--- src/sv/fpea_pkg.sv ---
// Package: request/result types, codes and controller/datapath interface structs.
package fpea_pkg;

  typedef struct packed {
    logic        operation;
    logic [15:0] block_size;
    logic [15:0] block_start;
  } in_req_t;

  typedef struct packed {
    logic [1:0]  status;
    logic [15:0] alloc_address;
    logic [4:0]  free_extents;
  } out_res_t;

  localparam logic       OP_ALLOC = 1'b0;
  localparam logic       OP_FREE  = 1'b1;

  localparam logic [1:0] ST_OK    = 2'd0;
  localparam logic [1:0] ST_NOFIT = 2'd1;
  localparam logic [1:0] ST_FULL  = 2'd2;

  localparam logic [1:0] POL_BEST  = 2'd1;
  localparam logic [1:0] POL_WORST = 2'd2;

  localparam int         CFG_IDX_W      = 1;
  localparam logic [0:0] REG_FIT_POLICY = 1'd0;
  localparam logic [0:0] REG_POOL_SIZE  = 1'd1;
  localparam logic [15:0] POOL_RESET    = 16'd4096;

  typedef struct packed {
    logic latch;
    logic init;
    logic sc_rd;
    logic sc_cmp;
    logic al_upd;
    logic rm_rd;
    logic rm_wr;
    logic fr_app;
    logic co_ird;
    logic co_ild;
    logic co_jrd;
    logic co_jcmp;
  } ctl_cmd_t;

  typedef struct packed {
    logic scan_end;
    logic found;
    logic pick_empty;
    logic rm_end;
    logic free_stop;
    logic i_end;
    logic j_end;
    logic merge;
  } dp_sts_t;

endpackage

--- src/sv/fpea_dp.sv ---
// Datapath: extent table memory, scan/pick registers, coalesce and removal logic.
module fpea_dp import fpea_pkg::*; #(
  parameter int MAX_EXTENTS = 16,
  parameter int ADDR_BITS   = 16
) (
  input  logic                 clk,
  input  logic                 rst_n,
  input  in_req_t              in_req,
  input  logic                 cfg_we,
  input  logic [CFG_IDX_W-1:0] cfg_index,
  input  logic [15:0]          cfg_wdata,
  input  ctl_cmd_t             cmd,
  output dp_sts_t              sts,
  output out_res_t             res
);

  localparam int AW = ADDR_BITS;
  localparam int IW = (MAX_EXTENTS > 1) ? $clog2(MAX_EXTENTS) : 1;
  localparam int CW = $clog2(MAX_EXTENTS + 1);
  localparam logic [CW-1:0] CNT_MAX = CW'(MAX_EXTENTS);

  logic [2*AW-1:0] mem [MAX_EXTENTS];
  logic [2*AW-1:0] rdata_r;

  in_req_t       req_r;
  logic [1:0]    pol_r;
  logic [15:0]   pool_r;
  logic [CW-1:0] cnt_r, k_r, m_r, i_r, j_r;
  logic          found_r;
  logic [IW-1:0] pick_r;
  logic [AW-1:0] pick_start_r, pick_size_r, si_r, zi_r;
  logic [1:0]    status_r;
  logic [AW-1:0] addr_r;

  logic [AW-1:0] size_a, start_a, rs, rz;
  logic [AW:0]   zsum;
  logic          fits, m1, m2, first_fit, take, pool_wr;
  logic          we, re;
  logic [IW-1:0] waddr, raddr;
  logic [2*AW-1:0] wdata;
  logic [AW-1:0] pool_src;

  assign size_a    = AW'(req_r.block_size);
  assign start_a   = AW'(req_r.block_start);
  assign rs        = rdata_r[2*AW-1:AW];
  assign rz        = rdata_r[AW-1:0];
  assign first_fit = (pol_r != POL_BEST) && (pol_r != POL_WORST);
  assign pool_wr   = cfg_we && (cfg_index == REG_POOL_SIZE);
  assign pool_src  = cmd.init ? AW'(pool_r) : AW'(cfg_wdata);

  assign zsum = {1'b0, zi_r} + {1'b0, rz};
  assign fits = !zsum[AW];
  assign m1   = fits && (({1'b0, si_r} + {1'b0, zi_r}) == {1'b0, rs});
  assign m2   = fits && (({1'b0, rs} + {1'b0, rz}) == {1'b0, si_r});

  always_comb begin
    take = 1'b0;
    if (rz >= size_a) begin
      if (!found_r) take = 1'b1;
      else if (pol_r == POL_BEST && rz < pick_size_r) take = 1'b1;
      else if (pol_r == POL_WORST && rz > pick_size_r) take = 1'b1;
    end
  end

  always_comb begin
    sts.scan_end   = (k_r >= cnt_r) || (found_r && first_fit);
    sts.found      = found_r;
    sts.pick_empty = (pick_size_r == size_a);
    sts.rm_end     = ({1'b0, m_r} + 1'b1) >= {1'b0, cnt_r};
    sts.free_stop  = (size_a == '0) || (cnt_r >= CNT_MAX);
    sts.i_end      = i_r >= cnt_r;
    sts.j_end      = j_r >= cnt_r;
    sts.merge      = m1 || m2;
  end

  always_comb begin
    we    = 1'b0;
    waddr = '0;
    wdata = '0;
    re    = 1'b0;
    raddr = '0;
    if (cmd.init || pool_wr) begin
      we    = 1'b1;
      wdata = {{AW{1'b0}}, pool_src};
    end else if (cmd.al_upd && found_r && !sts.pick_empty) begin
      we    = 1'b1;
      waddr = pick_r;
      wdata = {pick_start_r + size_a, pick_size_r - size_a};
    end else if (cmd.rm_wr) begin
      we    = 1'b1;
      waddr = m_r[IW-1:0];
      wdata = rdata_r;
    end else if (cmd.fr_app && !sts.free_stop) begin
      we    = 1'b1;
      waddr = cnt_r[IW-1:0];
      wdata = {start_a, size_a};
    end else if (cmd.co_jcmp && sts.merge) begin
      we    = 1'b1;
      waddr = i_r[IW-1:0];
      wdata = {m1 ? si_r : rs, zsum[AW-1:0]};
    end
    if (cmd.sc_rd && !sts.scan_end) begin
      re    = 1'b1;
      raddr = k_r[IW-1:0];
    end else if (cmd.rm_rd && !sts.rm_end) begin
      re    = 1'b1;
      raddr = IW'(m_r + 1'b1);
    end else if (cmd.co_ird && !sts.i_end) begin
      re    = 1'b1;
      raddr = i_r[IW-1:0];
    end else if (cmd.co_jrd && !sts.j_end) begin
      re    = 1'b1;
      raddr = j_r[IW-1:0];
    end
  end

  always_ff @(posedge clk) begin
    if (we) mem[waddr] <= wdata;
    if (re) rdata_r <= mem[raddr];
  end

  always_ff @(posedge clk) begin
    if (!rst_n) begin
      pol_r    <= '0;
      pool_r   <= POOL_RESET;
      cnt_r    <= '0;
      found_r  <= 1'b0;
      status_r <= ST_OK;
      addr_r   <= '0;
    end else begin
      if (cfg_we && cfg_index == REG_FIT_POLICY) pol_r <= cfg_wdata[1:0];
      if (pool_wr) pool_r <= cfg_wdata;
      if (cmd.init || pool_wr) cnt_r <= (pool_src == '0) ? '0 : CW'(1);
      if (cmd.latch) begin
        req_r    <= in_req;
        k_r      <= '0;
        found_r  <= 1'b0;
        status_r <= ST_OK;
        addr_r   <= '0;
      end
      if (cmd.sc_cmp) begin
        k_r <= k_r + 1'b1;
        if (take) begin
          found_r      <= 1'b1;
          pick_r       <= k_r[IW-1:0];
          pick_start_r <= rs;
          pick_size_r  <= rz;
        end
      end
      if (cmd.al_upd) begin
        if (found_r) begin
          addr_r <= pick_start_r;
          m_r    <= CW'(pick_r);
        end else begin
          status_r <= ST_NOFIT;
        end
      end
      if (cmd.rm_rd && sts.rm_end) cnt_r <= cnt_r - 1'b1;
      if (cmd.rm_wr) m_r <= m_r + 1'b1;
      if (cmd.fr_app) begin
        i_r <= '0;
        if (size_a != '0) begin
          if (cnt_r >= CNT_MAX) status_r <= ST_FULL;
          else cnt_r <= cnt_r + 1'b1;
        end
      end
      if (cmd.co_ild) begin
        si_r <= rs;
        zi_r <= rz;
        j_r  <= i_r + 1'b1;
      end
      if (cmd.co_jrd && sts.j_end) i_r <= i_r + 1'b1;
      if (cmd.co_jcmp) begin
        if (sts.merge) begin
          zi_r <= zsum[AW-1:0];
          if (!m1) si_r <= rs;
          m_r <= j_r;
          j_r <= i_r + 1'b1;
        end else begin
          j_r <= j_r + 1'b1;
        end
      end
    end
  end

  assign res.status        = status_r;
  assign res.alloc_address = 16'(addr_r);
  assign res.free_extents  = 5'(cnt_r);

endmodule

--- src/sv/fpea_ctrl.sv ---
// Controller: one-hot sequencer for init, scan, update, removal, append and coalesce steps.
module fpea_ctrl import fpea_pkg::*; (
  input  logic     clk,
  input  logic     rst_n,
  input  logic     start,
  input  logic     op,
  input  dp_sts_t  sts,
  output ctl_cmd_t cmd,
  output logic     busy,
  output logic     done
);

  typedef enum logic [12:0] {
    S_IDLE    = 13'b0000000000001,
    S_INIT    = 13'b0000000000010,
    S_SC_RD   = 13'b0000000000100,
    S_SC_CMP  = 13'b0000000001000,
    S_AL_UPD  = 13'b0000000010000,
    S_RM_RD   = 13'b0000000100000,
    S_RM_WR   = 13'b0000001000000,
    S_FR_APP  = 13'b0000010000000,
    S_CO_IRD  = 13'b0000100000000,
    S_CO_ILD  = 13'b0001000000000,
    S_CO_JRD  = 13'b0010000000000,
    S_CO_JCMP = 13'b0100000000000,
    S_DONE    = 13'b1000000000000
  } state_t;

  state_t state_r, state_nxt;
  logic   ret_r, ret_nxt;

  always_comb begin
    state_nxt = state_r;
    ret_nxt   = ret_r;
    case (state_r)
      S_IDLE: begin
        if (start) state_nxt = (op == OP_ALLOC) ? S_SC_RD : S_FR_APP;
      end
      S_INIT:   state_nxt = S_IDLE;
      S_SC_RD:  state_nxt = sts.scan_end ? S_AL_UPD : S_SC_CMP;
      S_SC_CMP: state_nxt = S_SC_RD;
      S_AL_UPD: begin
        if (sts.found && sts.pick_empty) begin
          state_nxt = S_RM_RD;
          ret_nxt   = 1'b0;
        end else begin
          state_nxt = S_DONE;
        end
      end
      S_RM_RD: begin
        if (sts.rm_end) state_nxt = ret_r ? S_CO_JRD : S_DONE;
        else state_nxt = S_RM_WR;
      end
      S_RM_WR:  state_nxt = S_RM_RD;
      S_FR_APP: state_nxt = sts.free_stop ? S_DONE : S_CO_IRD;
      S_CO_IRD: state_nxt = sts.i_end ? S_DONE : S_CO_ILD;
      S_CO_ILD: state_nxt = S_CO_JRD;
      S_CO_JRD: state_nxt = sts.j_end ? S_CO_IRD : S_CO_JCMP;
      S_CO_JCMP: begin
        if (sts.merge) begin
          state_nxt = S_RM_RD;
          ret_nxt   = 1'b1;
        end else begin
          state_nxt = S_CO_JRD;
        end
      end
      S_DONE:   state_nxt = S_IDLE;
      default:  state_nxt = S_IDLE;
    endcase
  end

  always_ff @(posedge clk) begin
    if (!rst_n) begin
      state_r <= S_INIT;
      ret_r   <= 1'b0;
    end else begin
      state_r <= state_nxt;
      ret_r   <= ret_nxt;
    end
  end

  always_comb begin
    cmd.latch   = (state_r == S_IDLE) && start;
    cmd.init    = state_r == S_INIT;
    cmd.sc_rd   = state_r == S_SC_RD;
    cmd.sc_cmp  = state_r == S_SC_CMP;
    cmd.al_upd  = state_r == S_AL_UPD;
    cmd.rm_rd   = state_r == S_RM_RD;
    cmd.rm_wr   = state_r == S_RM_WR;
    cmd.fr_app  = state_r == S_FR_APP;
    cmd.co_ird  = state_r == S_CO_IRD;
    cmd.co_ild  = state_r == S_CO_ILD;
    cmd.co_jrd  = state_r == S_CO_JRD;
    cmd.co_jcmp = state_r == S_CO_JCMP;
  end

  assign busy = state_r != S_IDLE;
  assign done = state_r == S_DONE;

endmodule

--- src/sv/fit_policy_extent_allocator.sv ---
// Alloc: scans the extents, updates the pick, and shifts the table down when the pick empties.
// Free: appends the extent unless its size is zero or the table is full, then coalesces pairs with shifts.
// One request at a time; the next is taken in the idle cycle after the strobe.
// out_valid strobes one cycle per request; the receiver cannot stall.
// Synchronous active-low reset; an init state after reset loads the single extent (0, 4096).
module fit_policy_extent_allocator import fpea_pkg::*; #(
  parameter int MAX_EXTENTS = 16,
  parameter int ADDR_BITS   = 16
) (
  input  logic                 clk,
  input  logic                 rst_n,
  input  logic                 start,
  output logic                 busy,
  input  in_req_t              in_req,
  output logic                 out_valid,
  output out_res_t             out_res,
  input  logic                 cfg_we,
  input  logic [CFG_IDX_W-1:0] cfg_index,
  input  logic [15:0]          cfg_wdata
);

  ctl_cmd_t cmd;
  dp_sts_t  sts;

  fpea_ctrl u_ctrl (
    .clk   (clk),
    .rst_n (rst_n),
    .start (start),
    .op    (in_req.operation),
    .sts   (sts),
    .cmd   (cmd),
    .busy  (busy),
    .done  (out_valid)
  );

  fpea_dp #(
    .MAX_EXTENTS (MAX_EXTENTS),
    .ADDR_BITS   (ADDR_BITS)
  ) u_dp (
    .clk       (clk),
    .rst_n     (rst_n),
    .in_req    (in_req),
    .cfg_we    (cfg_we),
    .cfg_index (cfg_index),
    .cfg_wdata (cfg_wdata),
    .cmd       (cmd),
    .sts       (sts),
    .res       (out_res)
  );

endmodule

--- config.mk ---
export PLATFORM = sky130hd
export DESIGN_NAME = fit_policy_extent_allocator
export DESIGN_NICKNAME = d
export VERILOG_FILES = /design/src/sv/fpea_pkg.sv /design/src/sv/fpea_dp.sv /design/src/sv/fpea_ctrl.sv /design/src/sv/fit_policy_extent_allocator.sv
export SDC_FILE = /design/constraint.sdc
export NUM_CORES = 1
export LEC_CHECK = 0
export BUFFER_PORTS_ARGS = -buffer_cell sky130_fd_sc_hd__buf_2
export CORE_MARGIN = 2
export CORE_UTILIZATION = 33
export DETAILED_ROUTE_END_ITERATION = 10
export PLACE_DENSITY = 0.46
export SLEW_MARGIN = 20
export SYNTH_ARGS = -nofsm -noshare
export SYNTH_HDL_FRONTEND = slang
export SYNTH_HIERARCHICAL = 1
export SYNTH_SLANG_ARGS = --single-unit
export TNS_END_PERCENT = 30
--- constraint.sdc ---
create_clock -name clk -period 9.75 [get_ports clk]
set_input_delay 1.95 -clock clk [delete_from_list [all_inputs] [get_ports clk]]
set_output_delay 1.95 -clock clk [all_outputs]
set_load 0.02 [all_outputs]
# After elaboration in Yosys (flattened, before gate mapping)
# Memory sizes are Yosys's and may differ from the RTL's. A register that Yosys moved wholly into a read port is not among the register bits.
# Index checks and enable logic that the tools add are counted.
[totals]
ff_bits = 176
mem_bits_rw = 512
input_bits = 54
out_inout_bits = 25
word_cells = 191
n_memories = 1
[mem_list]
columns = ["name", "depth", "word_bits", "read_ports", "rd_clocked_by_memory_dff", "write_ports", "line_no", "source"]
rows = [
  ["u_dp.mem", 16, 32, 1, 1, 1, "fpea_dp.sv:22", "logic [2*AW-1:0] mem [MAX_EXTENTS];"],
]
[op_classes]
add_sub_neg = 12
n_lt_le_gt_ge = 8
eq_ne = 24
muxes = 82
bitwise = 1
n_reduce_logical = 44
[ops]
columns = ["cell", "n"]
rows = [
  ["$mux W16", 12],
  ["$mux W32", 5],
  ["$pmux W13 S11", 1],
  ["$mux W5", 18],
  ["$mux W13", 6],
  ["$add A16 B16 Y17", 3],
  ["$mux W4", 9],
  ["$eq A17 B16 Y1", 2],
  ["$logic_not A16 Y1", 2],
  ["$add A5 B1 Y5 const B", 5],
  ["$mux W1", 21],
  ["$logic_and A1 B1 Y1", 20],
  ["$add A16 B16 Y16", 1],
  ["$eq A16 B16 Y1", 1],
  ["$ge A16 B16 Y1", 1],
  ["$gt A16 B16 Y1", 1],
  ["$lt A16 B16 Y1", 1],
  ["$reduce_bool A16 Y1", 1],
  ["$sub A16 B16 Y16", 1],
  ["$ge A5 B5 Y1", 3],
  ["$eq A13 B1 Y1 const B", 1],
  ["$eq A13 B10 Y1 const B", 1],
  ["$eq A13 B11 Y1 const B", 1],
  ["$eq A13 B12 Y1 const B", 1],
  ["other kinds (29)", 53],
]

# Longest topological paths before layout
[logic_depth]
word_depth = 12
ltp_mapped = 17

# Cells and area by module
# The synthesis kept the hierarchy.
[by_module_without_submodules]
columns = ["module", "n_inst", "cells_per_inst", "area_each_um2", "seq_area_each_um2"]
rows = [
  ["fpea_dp", 1, 2366, 34384.2, 20779.9],
  ["fpea_ctrl", 1, 121, 977.2, 280.3],
]

# Worst setup path after synthesis
# OpenSTA, ideal clock, no wires.
[synth_timing]
path_type = "flip-flop to flip-flop"
startpoint = "register u_dp.rdata_r[1] (read register of u_dp.mem)"
endpoint = "memory u_dp/mem[5][0] (netlist bit), enable pin"
setup_time_ps = 461
arrival_time_ps = 5480
required_time_ps = 9289
slack_ps = 3809
path_stages_with_launch = 16
path_buffers = 2
cell_sequence = "edfxtp_1 > inv_1 > fa_1 > nand2b_1 > a21o_1 > a21oi_2 > o311ai_1 > or3_1 > and3_1 > and4b_1 > buf_2 > a22oi_2 > buf_2 > nor3_1 > a211o_1 > nor3_1"
[synth_between]
elab_chain_cells = 12
elab_cells_between_ends = 20
classes_between = "add/sub (2); eq/ne (1); mux (12); reduce/logical (5)"
[synth_lines]
columns = ["item", "line_no", "source"]
rows = [
  ["start, declared", "fpea_dp.sv:23", "logic [2*AW-1:0] rdata_r;"],
  ["$add A16 B16 Y17 (on tied branches)", "fpea_dp.sv:54, fpea_dp.sv:51", ""],
  ["$eq A17 B16 Y1 or $logic_not A1 Y1 (tied branches)", "fpea_dp.sv:54, fpea_dp.sv:52", ""],
  ["$logic_and A1 B1 Y1 (on tied branches)", "fpea_dp.sv:54, fpea_dp.sv:53", ""],
  ["$logic_or A1 B1 Y1 (*)", "fpea_dp.sv:73", "sts.merge = m1 || m2;"],
  ["$logic_and A1 B1 Y1 (*)", "fpea_dp.sv:97", "end else if (cmd.co_jcmp && sts.merge) begin"],
  ["$mux W1", "fpea_dp.sv:97", ""],
  ["$mux W1", "fpea_dp.sv:93", "end else if (cmd.fr_app && !sts.free_stop) begin"],
  ["$mux W1", "fpea_dp.sv:89", "end else if (cmd.rm_wr) begin"],
  ["$mux W1", "fpea_dp.sv:85", "end else if (cmd.al_upd && found_r && !sts.pick_empty) begin"],
  ["$mux W1", "fpea_dp.sv:82", "if (cmd.init || pool_wr) begin"],
  ["$mux W1", "fpea_dp.sv:118", "if (we) mem[waddr] <= wdata;"],
  ["$mux W1 (not written as such)", "fpea_dp.sv:118", ""],
  ["end, declared", "fpea_dp.sv:22", ""],
]
# Mark *: on every way between the ends. The rest lies on a longest branch, timed or not.

# Final worst setup path
[layout_timing]
startpoint = "register u_dp.si_r[2]"
endpoint = "memory u_dp/mem[8][27] (netlist bit), enable pin"
[layout_between]
elab_chain_cells = 12
elab_cells_between_ends = 19
classes_between = "add/sub (1); eq/ne (2); mux (12); reduce/logical (4)"
[layout_lines]
columns = ["item", "line_no", "source"]
rows = [
  ["start, declared", "fpea_dp.sv:31", "logic [AW-1:0] pick_start_r, pick_size_r, si_r, zi_r;"],
  ["start signal, assigned", "fpea_dp.sv:168", "si_r <= rs;"],
  ["start signal, assigned", "fpea_dp.sv:176", "if (!m1) si_r <= rs;"],
  ["$add A16 B16 Y17", "fpea_dp.sv:53", "assign m1 = fits && (({1'b0, si_r} + {1'b0, zi_r}) == {1'b0, rs});"],
  ["$eq A17 B16 Y1", "fpea_dp.sv:53", ""],
  ["$logic_and A1 B1 Y1", "fpea_dp.sv:53", ""],
  ["$logic_or A1 B1 Y1 (*)", "fpea_dp.sv:73", ""],
  ["$logic_and A1 B1 Y1 (*)", "fpea_dp.sv:97", ""],
  ["$mux W1", "fpea_dp.sv:97", ""],
  ["$mux W1", "fpea_dp.sv:93", ""],
  ["$mux W1", "fpea_dp.sv:89", ""],
  ["$mux W1", "fpea_dp.sv:85", ""],
  ["$mux W1", "fpea_dp.sv:82", ""],
  ["$mux W1", "fpea_dp.sv:118", ""],
  ["$mux W1 (not written as such)", "fpea_dp.sv:118", ""],
]
# Marked as above.

==> flow_summary.json <==
{
  "numCtsBuffers": 80,
  "critical_path_peak_fanout": 21,
  "gp_congestion": 0.9066,
  "tightest_slew_ns": 1.171,
  "fin_nets": 2804,
  "cts_resized": 0,
  "totalWireLength_um": 111300,
  "cts_tree": "built",
  "synth_edf_count": 664,
  "finalHoldViolations": 0,
  "grtUsageTotal_pct": 19.97,
  "cap_viol_max_count": 0,
  "leakagePower_nw": 14.92,
  "synth_ff_type": "edfxtp_1",
  "multi_input_area_sq_um": 13700,
  "tns_ns": 0,
  "final_cell_area_sq_um": 40400,
  "synthArstFlopShare_pct": 0,
  "critPathKind": "reg2reg",
  "layout_common_cells": "664 x edfxtp_1, 149 x nand2_1, 144 x mux2i_1, 138 x ha_1, 128 x mux4_2",
  "fin_util_pct": 37.90,
  "grt_max_degree": 129,
  "first_iter_violations": 2324,
  "rows": 120,
  "areaGrowthSynthToFinish_pct": 14.25,
  "cts_setup_buffers": 0,
  "synth.largest_area_cell": "edfxtp_1",
  "ios": 79,
  "arrival_ns": 6.23,
  "die_h_um": 331.3,
  "critPathMaxStageDelay_ns": 0.81,
  "wl_per_cell_um": 27.35,
  "cts_hold_buf": 0,
  "synth_top_area_share_pct": 56.39,
  "via_per_inst": 5.588,
  "max_clock_freq_ghz": 0.1686,
  "grt_pass1_wl_um": 161300,
  "dpl_cell_area_sq_um": 37790,
  "slew_headroom_pct": 21.95,
  "final.min_clock_period_ns": 5.933,
  "synth.area.top_cells": "edfxtp_1 56%, mux4_2 8.2%, ha_1 4.9%",
  "dp_hpwl_um": 75480,
  "rsz0062_at_grt": "no",
  "power_w": 0.006826,
  "whs_ns": 0.4572,
  "remaining_drc_errors": 0,
  "cp_slowest_cell": "a31oi_2",
  "crit_family": "compound AO/OA/AOI/OAI gates",
  "synth.avg_cell_area_sq_um": 14.22,
  "clockRootBuffer": "clkbuf_16",
  "cts_num_sinks": 720,
  "worstPathRequired_ns": 10.05,
  "fillCellCount": 10030,
  "antenna_found_initial": 3,
  "core_sq_um": 106600,
  "htree_levels": 3,
  "path_buf_inv": 1,
  "io_buffers": 78,
  "min_path_type": "reg2reg",
  "finalCritPeriodShare_pct": 60.85,
  "vias": 22740,
  "maxSlewViolCount": 0,
  "power.density_nw_per_um2": 169.0,
  "synth-warning-count": 6,
  "dieArea_sq_um": 109800,
  "drt.antenna.violating_nets": 0,
  "end_kind": "flop",
  "die_w_um": 331.3,
  "ys_types": 95,
  "setup_violations": 0,
  "path_cells": "ha_1 -> o21ai_1 -> o21bai_1 -> a21oi_1 -> o21a_1 -> o31ai_1 -> nand4_1 -> nor2_2 -> a22oi_1 -> a31oi_2 -> nand2b_1 -> nor2_4 -> buf_4",
  "status": "complete, no violations",
  "first_global_vias": 23000,
  "cp-start-kind": "flop",
  "cts_max_path_buffers": 3,
  "ys_seq_area_share_pct": 59.56,
  "finalClockSkew_ns": 0.02977,
  "grt-ovfl-total": 0,
  "syn_area_sq_um": 35360,
  "clk_pin_slew_ns": 0.06,
  "irDropWorstVdd_mv": 0.1157,
  "mostFrequentLayoutCell": "edfxtp_1",
  "first_pass_iters": 6,
  "insertion_delay_ns": 0.65,
  "seq_area_sq_um": 21060,
  "start_util_pct": 33.17,
  "syn_nets": 2684,
  "ys_ff_latch": 720,
  "post_synth_inst_count": 2487,
  "drive_gt1_share_pct": 18.12
}
synthesized netlist by cell type, drive strengths merged (18+ instances only):
library cell,n
a21boi,42
clkbuf,70
inv,77
nor4,28
nand2,150
o21ai,86
nand3b,19
xor2,43
and3,18
nor2b,19
nor2,98
mux2i,147
dfxtp,56
a21oi,112
edfxtp,664
ha,138
nor3,63
nand2b,36
a21o,38
and2,21
nand4,24
mux4,128
a211oi,20
buf,45
xnor2,51
nand3,41
worst register-to-register path, stage by stage (launching register included):
cell and delay [ns]:
edfxtp_1 0.46, ha_1 0.40, o21ai_1 0.09, o21bai_1 0.67
a21oi_1 0.22, o21a_1 0.26, o31ai_1 0.42, nand4_1 0.16
nor2_2 0.43, a22oi_1 0.18, a31oi_2 0.81, nand2b_1 0.46
nor2_4 0.53, buf_4 0.47
flip-flops by register name, summed over array words and instances, names as in the netlist, 13 cells and up:
register and flops:
u_dp/start_a 16, u_dp/pick_size_r 16, u_dp/pool_r 16, u_dp/rdata_r 32
u_dp/mem 512, u_dp/addr_r 16, u_dp/pick_start_r 16, u_dp/si_r 16
u_dp/size_a 16, u_ctrl/state_r 13, u_dp/zi_r 16
per-layer routing:
| metal | GRT usage, % | wire length (um) |
|---|---|---|
| met1 | 27.57 | 49450 |
| met2 | 32.88 | 52750 |
| met3 | 2.251 | 5513 |
| met4 | 6.538 | 3566 |
| met5 | 0 | 0 |
cell type report:
cell class | count | area share (%)
flip-flops and latches | 720 | 52.13
clock buffers | 98 | 5.249
diodes | 1 | 0.006194
inverters | 78 | 0.7247
clock inverters | 42 | 1.220
multi-input cells | 1574 | 33.90
repair buffers | 153 | 2.428
well taps | 1403 | 4.345
cell families (layout without fill, tap and decap cells):
| logic type | count (synthesis) | after routing | share of synthesized area, % |
|---|---|---|---|
| XOR/XNOR | 95 | 95 | 2.395 |
| AO/OA/AOI/OAI | 473 | 473 | 9.214 |
| AND/OR/NAND/NOR | 571 | 571 | 8.389 |
| adder cells (fa/ha/maj) | 143 | 143 | 5.166 |
| buffers and inverters | 193 | 371 | 2.328 |
| other | 0 | 1 | 0 |
| flip-flops | 720 | 720 | 59.56 |
| multiplexers | 292 | 292 | 12.95 |
power breakdown:
group,switching (W),internal (W),total [W]
sequential,0.0000281,0.00339,0.00342
clock,0.00128,0.00175,0.00303
combinational,0.000245,0.000129,0.000374
total,0.00156,0.00527,0.00683
path summary, 6_finish.rpt:
check	to	startpoint	slack, ns	depth (start not counted)
max	u_dp/mem[8][27]	u_dp/si_r[2]	3.82	13
min reg2reg	u_dp/pool_r[4]	u_dp/pool_r[4]	0.46	2
max reg2reg	u_dp/mem[8][27]	u_dp/si_r[2]	3.82	13
min	u_dp/pool_r[4]	u_dp/pool_r[4]	0.46	2
metrics by stage:
stage,cells,setup slack [ns]
3_5_place_dp,3928,3.939
5_1_grt,4068,3.496
3_3_place_gp,3928,4.010
4_1_cts,4068,3.923
2_1_floorplan,2487,3.809
6_report,4069,3.817
Note: power is estimated with default switching activity, not from simulation.
